**src/rtl/core/ffpa_pkg.sv**
```systemverilog
// ----------------------------------------------------------------------------
// ffpa_pkg
// Shared constants, types and codes of the first-fit pool allocator.
// ----------------------------------------------------------------------------
package ffpa_pkg;

  localparam int unsigned SLOTS      = 128;
  localparam int unsigned POOL_BYTES = 2048;

  localparam int unsigned OFF_W  = (POOL_BYTES > 1) ? $clog2(POOL_BYTES) : 1;
  localparam int unsigned LEN_W  = OFF_W + 1;
  localparam int unsigned REQ_W  = 16;
  localparam int unsigned SIZE_W = REQ_W + 1;
  localparam int unsigned CNT_W  = $clog2(SLOTS + 1);
  localparam int unsigned STAT_W = 3;

  localparam logic [LEN_W-1:0] POOL_END = LEN_W'(POOL_BYTES);
  localparam logic [CNT_W-1:0] CNT_FULL = CNT_W'(SLOTS);

  typedef enum logic {
    OP_ALLOC = 1'b0,
    OP_FREE  = 1'b1
  } op_e;

  typedef enum logic [STAT_W-1:0] {
    ST_OK        = 3'd0,
    ST_NO_SLOT   = 3'd1,
    ST_NO_SPACE  = 3'd2,
    ST_NOT_FOUND = 3'd3,
    ST_ZERO      = 3'd4
  } status_e;

  // One table record as seen by the neighboring cells
  typedef struct packed {
    logic             valid;
    logic [OFF_W-1:0] start;
    logic [LEN_W-1:0] len;
  } rec_t;

  // Broadcast control from the sequencer to every cell
  typedef struct packed {
    logic              eval;
    logic              is_free;
    logic              ins;
    logic              del;
    logic [SIZE_W-1:0] size;
    logic [OFF_W-1:0]  off;
  } ctl_t;

  localparam rec_t REC_ORIGIN = '{valid: 1'b1, start: '0, len: '0};
  localparam rec_t REC_EMPTY  = '{valid: 1'b0, start: '0, len: '0};

endpackage

```
**src/rtl/core/ffpa_cell.sv**
```systemverilog
// ----------------------------------------------------------------------------
// ffpa_cell
// One record of the sorted table; tests its gap or range, shifts on update.
// ----------------------------------------------------------------------------
module ffpa_cell (
  input  logic                       clk_i,
  input  logic                       rst_ni,
  input  ffpa_pkg::ctl_t             ctl_i,
  input  ffpa_pkg::rec_t             left_i,
  input  ffpa_pkg::rec_t             right_i,
  input  logic                       sel_le_i,
  input  logic                       sel_lt_i,
  output ffpa_pkg::rec_t             rec_o,
  output logic                       hit_o,
  output logic [ffpa_pkg::OFF_W-1:0] base_o
);
  import ffpa_pkg::*;

  logic             valid_q, valid_d;
  logic [OFF_W-1:0] start_q, start_d;
  logic [LEN_W-1:0] len_q, len_d;
  logic             hit_q;
  logic [LEN_W-1:0] base;
  logic [LEN_W-1:0] start_x;
  logic [LEN_W-1:0] gap;
  logic [LEN_W-1:0] room;
  logic [LEN_W-1:0] off_x;
  logic             fit_gap;
  logic             fit_tail;
  logic             in_range;
  logic             hit;

  // gap start is the end of the left neighbor
  assign base    = LEN_W'(left_i.start) + left_i.len;
  assign start_x = LEN_W'(start_q);
  assign gap     = start_x - base;
  assign room    = POOL_END - base;
  assign off_x   = LEN_W'(ctl_i.off);

  assign fit_gap  = (start_x >= base) && (SIZE_W'(gap) >= ctl_i.size);
  assign fit_tail = left_i.valid && (base <= POOL_END) && (ctl_i.size <= SIZE_W'(room));
  assign in_range = (start_x <= off_x) && (off_x < start_x + len_q);

  always_comb begin
    if (ctl_i.is_free) begin
      hit = valid_q && in_range;
    end else begin
      hit = valid_q ? fit_gap : fit_tail;
    end
  end

  always_comb begin
    valid_d = valid_q;
    start_d = start_q;
    len_d   = len_q;
    if (ctl_i.ins) begin
      if (sel_lt_i) begin
        valid_d = left_i.valid;
        start_d = left_i.start;
        len_d   = left_i.len;
      end else if (sel_le_i) begin
        valid_d = 1'b1;
        start_d = base[OFF_W-1:0];
        len_d   = ctl_i.size[LEN_W-1:0];
      end
    end else if (ctl_i.del && sel_le_i) begin
      valid_d = right_i.valid;
      start_d = right_i.start;
      len_d   = right_i.len;
    end
  end

  always_ff @(posedge clk_i or negedge rst_ni) begin
    if (!rst_ni) begin
      valid_q <= 1'b0;
      len_q   <= '0;
      hit_q   <= 1'b0;
    end else begin
      valid_q <= valid_d;
      len_q   <= len_d;
      if (ctl_i.eval) begin
        hit_q <= hit;
      end
    end
  end

  always_ff @(posedge clk_i) begin
    start_q <= start_d;
  end

  assign rec_o  = '{valid: valid_q, start: start_q, len: len_q};
  assign hit_o  = hit_q;
  assign base_o = base[OFF_W-1:0];

endmodule

```
**config.mk**
```make
export PLATFORM = sky130hd
export DESIGN_NAME = ffpa_cell
export DESIGN_NICKNAME = d
export VERILOG_FILES = /design/src/rtl/core/ffpa_pkg.sv /design/src/rtl/core/ffpa_cell.sv
export SDC_FILE = /design/constraint.sdc
export NUM_CORES = 1
export LEC_CHECK = 0
export BUFFER_PORTS_ARGS = -buffer_cell sky130_fd_sc_hd__buf_2
export CORE_MARGIN = 2
export CORE_UTILIZATION = 40
export CTS_BUF_LIST = sky130_fd_sc_hd__clkbuf_8
export DETAILED_ROUTE_END_ITERATION = 6
export PLACE_DENSITY_LB_ADDON = 0.05
export SLEW_MARGIN = 20
export SYNTH_ARGS = -nofsm -noshare
export SYNTH_HDL_FRONTEND = slang
export SYNTH_SLANG_ARGS = --single-unit
```
**constraint.sdc**
```tcl
create_clock -name clk_i -period 3.82 [get_ports clk_i]
set_clock_uncertainty 0.05 [all_clocks]
set_input_delay 0.382 -clock clk_i [delete_from_list [all_inputs] [get_ports clk_i]]
set_output_delay 0.382 -clock clk_i [all_outputs]
set_load 0.03 [all_outputs]
```
==> flow_metrics.tcl, run 1 <==
set metrics [dict create \
    ys_warn_count 0 \
    status "complete, but fails checks" \
    htreeDepth 1 \
    port_buffers 119 \
    grt_first_pass_wirelength_um 20900 \
    r2r_cells 17 \
    cp.arrival_ps 4340 \
    rsz0062_at_grt "yes" \
    relSlewSlack_pct 44.44 \
    grt_pass1_vias 4366 \
    ant_nets 0 \
    synth_edf_count 11 \
    finalWeightedCongestion 0.9047 \
    r2r-end "hit_o" \
    crit_fanout 3 \
    hold_end "len_q[10]" \
    worstSetupPathType "input pin to register" \
    initial_core_util_pct 41.21 \
    hold_start "right_i[10]" \
    clk_latency_ps 290 \
    synth_seq_cells 25 \
    fp.dieW_um 104.3 \
    fill_cells 943 \
    power_density_nw_per_um2 412.5 \
    vias_per_cell 5.132 \
    clockRootBuffer "clkbuf_8" \
    syn_inst 498 \
    required_ps 3930 \
    routed_wl_um 12880 \
    max-vdd-ir-drop_v 0.0001788 \
    cts_max_path_buffers 2 \
    die-area_um2 10890 \
    cts_tree "built" \
    wl_per_cell_um 15.77 \
    synth_ff_type "dfrtp_1" \
    ios 120 \
    drt_iter0_markers 217 \
    path_clk_slew_ps 100 \
    reg2reg_setup_slack_ps -50 \
    hold_depth 3 \
    grt_antenna_before_repair 0 \
    drive_gt1_share_pct 34.06 \
    r2r-start "start_q[0]" \
    track_usage_pct 23.81 \
    coreArea_um2 9774 \
    instances_no_fill 817 \
    cts_sinks 25 \
    grt_overflow 0 \
    vias 4193 \
    rows 36 \
    dp.cells 810 \
    critPathLaunchType "input pin" \
    setup.worst_path.end_class "register" \
    cap_violations 0 \
    finalHoldViolCount 0 \
    synth_cell_types 55 \
    layout_common_cells "buf_2, buf_4, ha_1" \
    fp.dieH_um 104.3 \
    slew_violations 0 \
    synthesis.area_um2 4028 \
    max_slew.worst_pin.slew_ps 833.4 \
    fin_nets 848 \
    drcViolationCount 0 \
    antennaDiodeCount 0 \
    multi_input_area_um2 3262 \
    grt_max_degree 48 \
    areaGrowthSynthToFinish_pct 36.84 \
    dp.final_hpwl_um 11000 \
    drt-pass1-iter-count 4 \
    fmax_mhz 236.6 \
    syn-num-nets 661 \
    cts_made_buffers 3 \
    dpl_cell_area_um2 5403 \
    fin_ws_ps -407.2 \
    design_area_um2 5512 \
    power_leakage_nw 2.727 \
    finalSetupViolCount 1 \
    hold_path.class "input pin to register" \
    synthArstFlopShare_pct 56.00 \
    regArea_um2 680.7 \
    fin_crit_sh_pct 110.7 \
    ys_seq_area_share_pct 16.90 \
    min_period_ps 4227 \
    syn_area_per_cell_um2 8.088 \
    violations "negative setup slack" \
    final_common_cell "buf_2" \
]
-- sequential cells by signal, summed over array words and instances (netlist names) --
| register | count |
|---|---|
| hit_o | 1 |
| len_q | 12 |
| start_q | 11 |
| valid_q | 1 |
-- per-layer routing --
metal	vias to the layer above	global-route usage [%]	share of wire (%)
li1	2185	-	-
met1	1903	32.22	47
met2	101	41.41	48
met3	4	1.629	4.2
met4	0	5.309	0.74
met5	-	0	0
-- per-stage QoR --
stage	setup slack [ps]	total power, W	setup TNS (ps)	utilization (%)	hold slack, ps
2_1_floorplan	-593.1	0.001482	-593.1	-	36.41
3_3_place_gp	-618.8	0.002025	-618.8	55.27	247.7
3_5_place_dp	-723.9	0.002069	-723.9	55.27	255.4
4_1_cts	-366.7	0.002254	-366.7	55.84	333.0
5_1_grt	-553.7	0.002483	-553.7	56.39	333.3
6_report	-407.2	0.002274	-407.2	56.39	338.2
-- timing repair --
action                                  CTS  global route
pin swaps                                 3             7
endpoints found under the setup margin    1             1
endpoints found under the hold margin    14             0
hold buffers                              1             0
resized for setup                         0             9
cloned                                    0             0
buffers inserted                          0             2
-- Yosys cell counts, drive strengths merged (3+ instances only) --
library cell | number | area (um2)
ha | 76 | 950.9
a21oi | 45 | 225.2
o21ai | 44 | 224.0
inv | 43 | 161.4
nand2 | 36 | 137.6
nor2 | 35 | 131.4
xnor2 | 26 | 235.2
o211ai | 17 | 127.6
xor2 | 17 | 167.7
dfrtp | 14 | 350.3
clkbuf | 12 | 45.04
edfxtp | 11 | 330.3
nand4 | 11 | 68.82
nor3 | 11 | 60.06
a21o | 10 | 75.07
o21a | 10 | 75.07
nand3 | 9 | 45.04
nor2b | 8 | 50.05
a211oi | 6 | 60.06
mux2i | 6 | 60.06
nand2b | 5 | 31.28
a211o | 3 | 26.28
a31oi | 3 | 18.77
and3 | 3 | 18.77
fa | 3 | 60.06
maj3 | 3 | 32.53
nor4 | 3 | 33.78
o2111ai | 3 | 26.28
o31ai | 3 | 22.52
or2 | 3 | 18.77
or4 | 3 | 26.27
-- area by class of cell --
type	instances	share of cell area [%]
repair buffers	196	21.70
clock inverters	1	0.06810
inverters	43	2.928
multi-input cells	416	59.18
well taps	133	3.019
clock buffers	3	0.7491
flip-flops and latches	25	12.35
-- logic make-up after synthesis --
family          share of synthesized area, %
simple gates                           15.97
fa+ha+maj                              25.91
compound gates                         23.73
buf+inv                                5.436
mux                                    2.050
xor+xnor                               10.00
flops                                  16.90
-- critical path: stages --
cell	delay (ps)
buf_8	100
ha_4	150
fa_2	360
a21o_1	200
a21oi_4	180
xnor2_4	140
inv_2	70
ha_4	240
o21a_1	110
o31a_1	110
or2_4	230
maj3_2	300
a21o_1	200
maj3_2	300
o21ai_2	140
xnor2_1	90
ha_1	350
a211oi_2	210
a31oi_1	120
o2111ai_1	200
o2111ai_1	140
-- power by group --
group          switching, W  internal, W  leakage [nW]
combinational      0.000914     0.000806          2.42
clock              0.000106    0.0000727        0.0269
sequential        0.0000491     0.000325         0.277
-- how the worst max path moves through the flow --
| stage | start | end | cells after the start |
|---|---|---|---|
| floorplan | left_i[0] | hit_o | 20 |
| global placement | left_i[0] | hit_o | 21 |
| global route | left_i[0] | hit_o | 22 |
| CTS | left_i[0] | hit_o | 20 |
| detailed placement | left_i[0] | hit_o | 21 |
| finish | left_i[0] | hit_o | 21 |
Power figures use the tool's default switching activity.
==> run 2: changes to the inputs <==
Settings changed: ABC_AREA set to 1.
==> run 2 against run 1 <==
Against the previous run: the run now ends clean; synthesized area up 8.0%; largest cell class unchanged; clock power up 3%; highest routed layer is now met5; power down 2.3%; routed wire length up 17%; sequential cell count unchanged; via count up 18%; count of clock-buffer cells in the layout unchanged.
==> flow_metrics.tcl, run 2 <==
set metrics [dict create \
    synth_top_area_cell "ha_1" \
    hold_path.class "input pin to register" \
    min_period_ps 3613 \
    syn_area_per_cell_um2 6.787 \
    initial_core_util_pct 40.49 \
    finalSetupViolCount 0 \
    r2r-end "hit_o" \
    synth_top_area_share_pct 21.86 \
    synthesis.area_um2 4350 \
    slew_violations 0 \
    synth_cell_types 45 \
    clockRootBuffer "clkbuf_8" \
    finalHoldViolCount 0 \
    rsz0062_at_grt "yes" \
    largest_register_ffs 12 \
    top_regs "len_q: 12 flops, start_q: 11 flops" \
    fp.dieW_um 108.3 \
    antennaDiodeCount 0 \
    track_usage_pct 25.85 \
    vias 4966 \
    fin_nets 984 \
    syn-num-nets 804 \
    cpMostUsedCell "nand2_1" \
    drive_gt1_share_pct 30.73 \
    relSlewSlack_pct 61.61 \
    slowest_stage "fa_2" \
    required_ps 4000 \
    busiest_layer "met2" \
    r2r-start "start_q[0]" \
    die-area_um2 11730 \
    cts_max_path_buffers 2 \
    grt_overflow 0 \
    cap_violations 0 \
    cts_tree "built" \
    r2r_cells 19 \
    max-vdd-ir-drop_v 0.0001721 \
    htreeDepth 1 \
    wl_per_cell_um 15.77 \
    p_total_w 0.002220 \
    cp.arrival_ps 3800 \
    synth_commonest_cells "nand2_1, inv_1, ha_1" \
    max_slew.worst_pin.slew_ps 575.8 \
    grt_antenna_before_repair 1 \
    drt-pass1-iter-count 4 \
    final_common_cell "nand2_1" \
    synthArstFlopShare_pct 56.00 \
    clk_latency_ps 290 \
    synth_seq_cells 25 \
    globalRouteMet2Util_pct 45.69 \
    use_met1_pct 33.98 \
    reg2reg_setup_slack_ps 480 \
    ys_top_cells_by_area "ha_1, nand2_1, inv_1" \
    path_clk_slew_ps 110 \
    ios 120 \
    layout_common_cells "nand2_1, buf_2, inv_1" \
    finalWeightedCongestion 0.9891 \
    ys_warn_count 0 \
    fmax_mhz 276.7 \
    grt_first_pass_wirelength_um 23270 \
    ys_seq_area_share_pct 15.65 \
    synth_edf_count 11 \
    design_area_um2 5811 \
    rows 38 \
    cp_slowest_stage_delay_ps 380 \
    cp-startpoint "left_i[12]" \
    dp.final_hpwl_um 12890 \
    dpl_cell_area_um2 5600 \
    critPathLaunchType "input pin" \
    setup.worst_path.end_class "register" \
    vias_per_cell 5.173 \
    status "finished, final reports clean" \
    grt_pass1_vias 4859 \
    hold_start "ctl_i[31]" \
    grt_max_degree 32 \
    power_density_nw_per_um2 382.1 \
    grt_use_met3_pct 1.808 \
    synth_ff_type "dfrtp_1" \
    fp.dieH_um 108.3 \
    routed_wl_um 15140 \
    worstSetupPathType "input pin to register" \
    port_buffers 119 \
    ant_nets 0 \
    crit_fanout 4 \
    areaGrowthSynthToFinish_pct 33.56 \
    cts_made_buffers 3 \
    syn_inst 641 \
    power_leakage_nw 3.100 \
    yosysMostFrequentCell "nand2_1" \
    fin_crit_sh_pct 94.59 \
    cts_sinks 25 \
    fill_cells 1138 \
    coreArea_um2 10750 \
    drt_iter0_markers 302 \
    crit_end "hit_o" \
    top_register "len_q" \
    drcViolationCount 0 \
]
run 2: layout make-up:
class                           count  area [um2]  area share, %
Clock inverter                      1       5.005        0.08613
Clock buffer                        3       41.29         0.7106
Timing Repair Buffer              187        1129          19.42
Inverter                          105       394.1          6.783
Multi-Input combinational cell    499        3386          58.27
Sequential cell                    25       680.7          11.71
Tap cell                          140       175.2          3.015
run 2: cells by family (layout without fill, tap and decap cells):
logic type | after synthesis | in the layout | synth area share, %
adder cells (fa/ha/maj) | 79 | 79 | 23.24
AND/OR/NAND/NOR | 263 | 263 | 27.21
buffers and inverters | 117 | 296 | 10.18
flip-flops | 25 | 25 | 15.65
XOR/XNOR | 29 | 29 | 6.615
AO/OA/AOI/OAI | 128 | 128 | 17.11
run 2: per-layer routing:
layer / routed length [um] / share of wire, %
met5: 12 / 0.079
met4: 300 / 2.0
met3: 739 / 4.9
met2: 7188 / 47
met1: 6894 / 46
run 2: repair_timing:
item	CTS	global route
setup buffers	0	0
endpoints found under the hold margin	14	0
gates resized for setup	0	42
endpoints found under the setup margin	0	1
hold buffers	1	0
run 2: worst max-delay path, delay by kind of cell:
| family | cells | cell delay, ps |
|---|---|---|
| adder cells (fa/ha/maj) | 4 | 1180 |
| buffers and inverters | 3 | 240 |
| AND/OR/NAND/NOR | 18 | 1500 |
| AO/OA/AOI/OAI | 2 | 200 |
| XOR/XNOR | 2 | 310 |
run 2: power breakdown:
part / switching (W) / internal, W / total (W)
logic: 0.000977 / 0.000684 / 0.00166
clock network: 0.000110 / 0.0000739 / 0.000184
registers: 0.0000510 / 0.000325 / 0.000376
total: 0.00114 / 0.00108 / 0.00222
run 2: metrics by stage:
step | TNS, ps | hold WS [ps] | setup slack (ps) | std cells | util [%]
CTS | 0 | 297.2 | 14.36 | 960 | 52.64
floorplan | 0 | 36.41 | 83.10 | 641 | -
global route | -83.11 | 318.7 | -83.11 | 960 | 54.08
finish | 0 | 299.1 | 206.6 | 960 | 54.08
detailed placement | -254.8 | 256.6 | -254.8 | 955 | 52.12
global placement | -193.4 | 248.9 | -193.4 | 955 | 52.12
run 2: worst min path at each step:
stage	to	slack (ps)	cells past startpoint
finish	hit_o	300	3
floorplan	hit_o	40	0
global route	hit_o	320	3
CTS	hit_o	300	3
detailed placement	len_q[2]	260	1
global placement	len_q[2]	250	1
==> run 3: changes to the inputs <==
Settings changed: PLACE_DENSITY_LB_ADDON 0.05 to unset, RECOVER_POWER set to 25.
==> run 3 against run 2 <==
Against the previous run: fmax fell by 0.48%; register-to-register slack gained 70 ps; critical path type unchanged; setup slack worse by 17 ps; combinational power barely moved; sequential power about the same; highest routed layer is now met4.
==> flow_metrics.tcl, run 3 (synthesis gave the netlist of run 2 again) <==
set metrics [dict create \
    grt_max_degree 26 \
    grt_use_met3_pct 1.627 \
    critPathLaunchType "input pin" \
    grt_overflow 0 \
    dpl_cell_area_um2 5578 \
    clockRootBuffer "clkbuf_8" \
    largest_register_ffs 12 \
    antennaDiodeCount 0 \
    cts_sinks 25 \
    finalWeightedCongestion 0.9305 \
    cpMostUsedCell "nand2_1" \
    instances_no_fill 960 \
    design_area_um2 5847 \
    finalHoldViolCount 0 \
    setup_tns_ps 0 \
    rsz0062_at_grt "yes" \
    die-area_um2 11730 \
    cap_violations 0 \
    fp.dieH_um 108.3 \
    grt_pass1_vias 4837 \
    worstSetupPathType "input pin to register" \
    vias 5067 \
    max_slew.worst_pin.slew_ps 791.8 \
    cp_num_buf_inv 3 \
    wl_per_cell_um 15.63 \
    fin_nets 984 \
    areaGrowthSynthToFinish_pct 34.40 \
    power_density_nw_per_um2 380.4 \
    initial_core_util_pct 40.49 \
    slew_violations 0 \
    clk_latency_ps 270 \
    globalRouteMet2Util_pct 45.33 \
    power_leakage_nw 3.091 \
    drive_gt1_share_pct 30.37 \
    coreArea_um2 10750 \
    ios 120 \
    cts_tree "built" \
    top_regs "len_q: 12 flops, start_q: 11 flops" \
    ant_nets 0 \
    relSlewSlack_pct 47.21 \
    hold_path.class "input pin to register" \
    cp.arrival_ps 3790 \
    dp.cells 952 \
    max-vdd-ir-drop_v 0.0001475 \
    cts_max_path_buffers 2 \
    finalSetupViolCount 0 \
    critPathTopFamily "simple AND/OR/NAND/NOR gates" \
    drt-pass1-iter-count 7 \
    rows 38 \
    crit_fanout 4 \
    drt_iter0_markers 293 \
    min_period_ps 3631 \
    port_buffers 119 \
    path_clk_slew_ps 100 \
    vias_per_cell 5.278 \
    whs_ps 316.8 \
    final_common_cell "nand2_1" \
    grt_first_pass_wirelength_um 23030 \
    utilization_pct 54.41 \
    cts_made_buffers 3 \
    required_ps 3980 \
    status "finished, final reports clean" \
    grt_antenna_before_repair 0 \
    slowest_stage "ha_1" \
    busiest_layer "met2" \
    drcViolationCount 0 \
    layout_common_cells "nand2_1, buf_2, inv_1" \
    dp.final_hpwl_um 12790 \
    setup.worst_path.end_class "register" \
    routed_wl_um 15000 \
    top_register "len_q" \
    use_met1_pct 32.87 \
    fp.dieW_um 108.3 \
    fin_crit_sh_pct 95.05 \
    htreeDepth 1 \
    cp_slowest_stage_delay_ps 340 \
    fmax_mhz 275.4 \
    track_usage_pct 25.14 \
]
[run 3: cell types whose count changed in the layout (fill, tap and decap cells not counted), sizes merged]
cell,change
buf,-8
clkbuf,+8
clkinv,-1
inv,+1
[run 3: metal layers]
layer | vias to the layer above | part of all wire [%]
met4 | 0 | 1.7
met5 | - | 0
li1 | 2541 | -
met3 | 15 | 5.7
met1 | 2348 | 45
met2 | 163 | 48
[run 3: power by group]
group / switching [W] / internal [W]
combinational: 0.000986 / 0.000691
sequential: 0.0000506 / 0.000325
clock: 0.0000986 / 0.0000723
total: 0.00114 / 0.00109
[run 3: timing repair]
action | CTS | global route
resized for setup | 0 | 50
setup endpoints to repair | 0 | 1
hold buffers | 1 | 0
endpoints found under the hold margin | 14 | 0
buffers inserted | 0 | 3
[run 3: worst paths after layout]
kind | slack (ps) | from | cells after the start | to
setup / recovery | 190 | left_i[5] | 28 | hit_o
hold reg to reg | 500 | hit_o | 2 | hit_o
min in group asynchronous | 660 | rst_ni | 2 | len_q[2]
hold / removal | 320 | ctl_i[31] | 3 | hit_o
max in group asynchronous | 2570 | rst_ni | 2 | valid_q
setup reg to reg | 550 | start_q[0] | 19 | hit_o
[run 3: area by class of cell]
type | count | area, um2
fill | 1089 | 4898
clock inverter | 1 | 3.754
timing repair buffer | 187 | 1115
clock buffer | 3 | 41.29
inverter | 105 | 394.1
tap | 140 | 175.2
sequential | 25 | 680.7
multi-input combinational | 499 | 3437
[run 3: worst register-to-register path, delay by kind of cell (launching register included)]
| family | cells | cell delay (ps) |
|---|---|---|
| AND/OR/NAND/NOR | 6 | 390 |
| AO/OA/AOI/OAI | 9 | 1280 |
| flip-flops | 1 | 440 |
| XOR/XNOR | 1 | 90 |
| adder cells (fa/ha/maj) | 3 | 920 |
[run 3: per-stage QoR]
stage	total power [W]	setup WS [ps]
after global placement	0.001926	-235.2
after detailed placement	0.001965	-263.9
final	0.002224	189.2
after global routing	0.002445	-100.3
after CTS	0.002144	11.19
after floorplan	0.001413	83.10
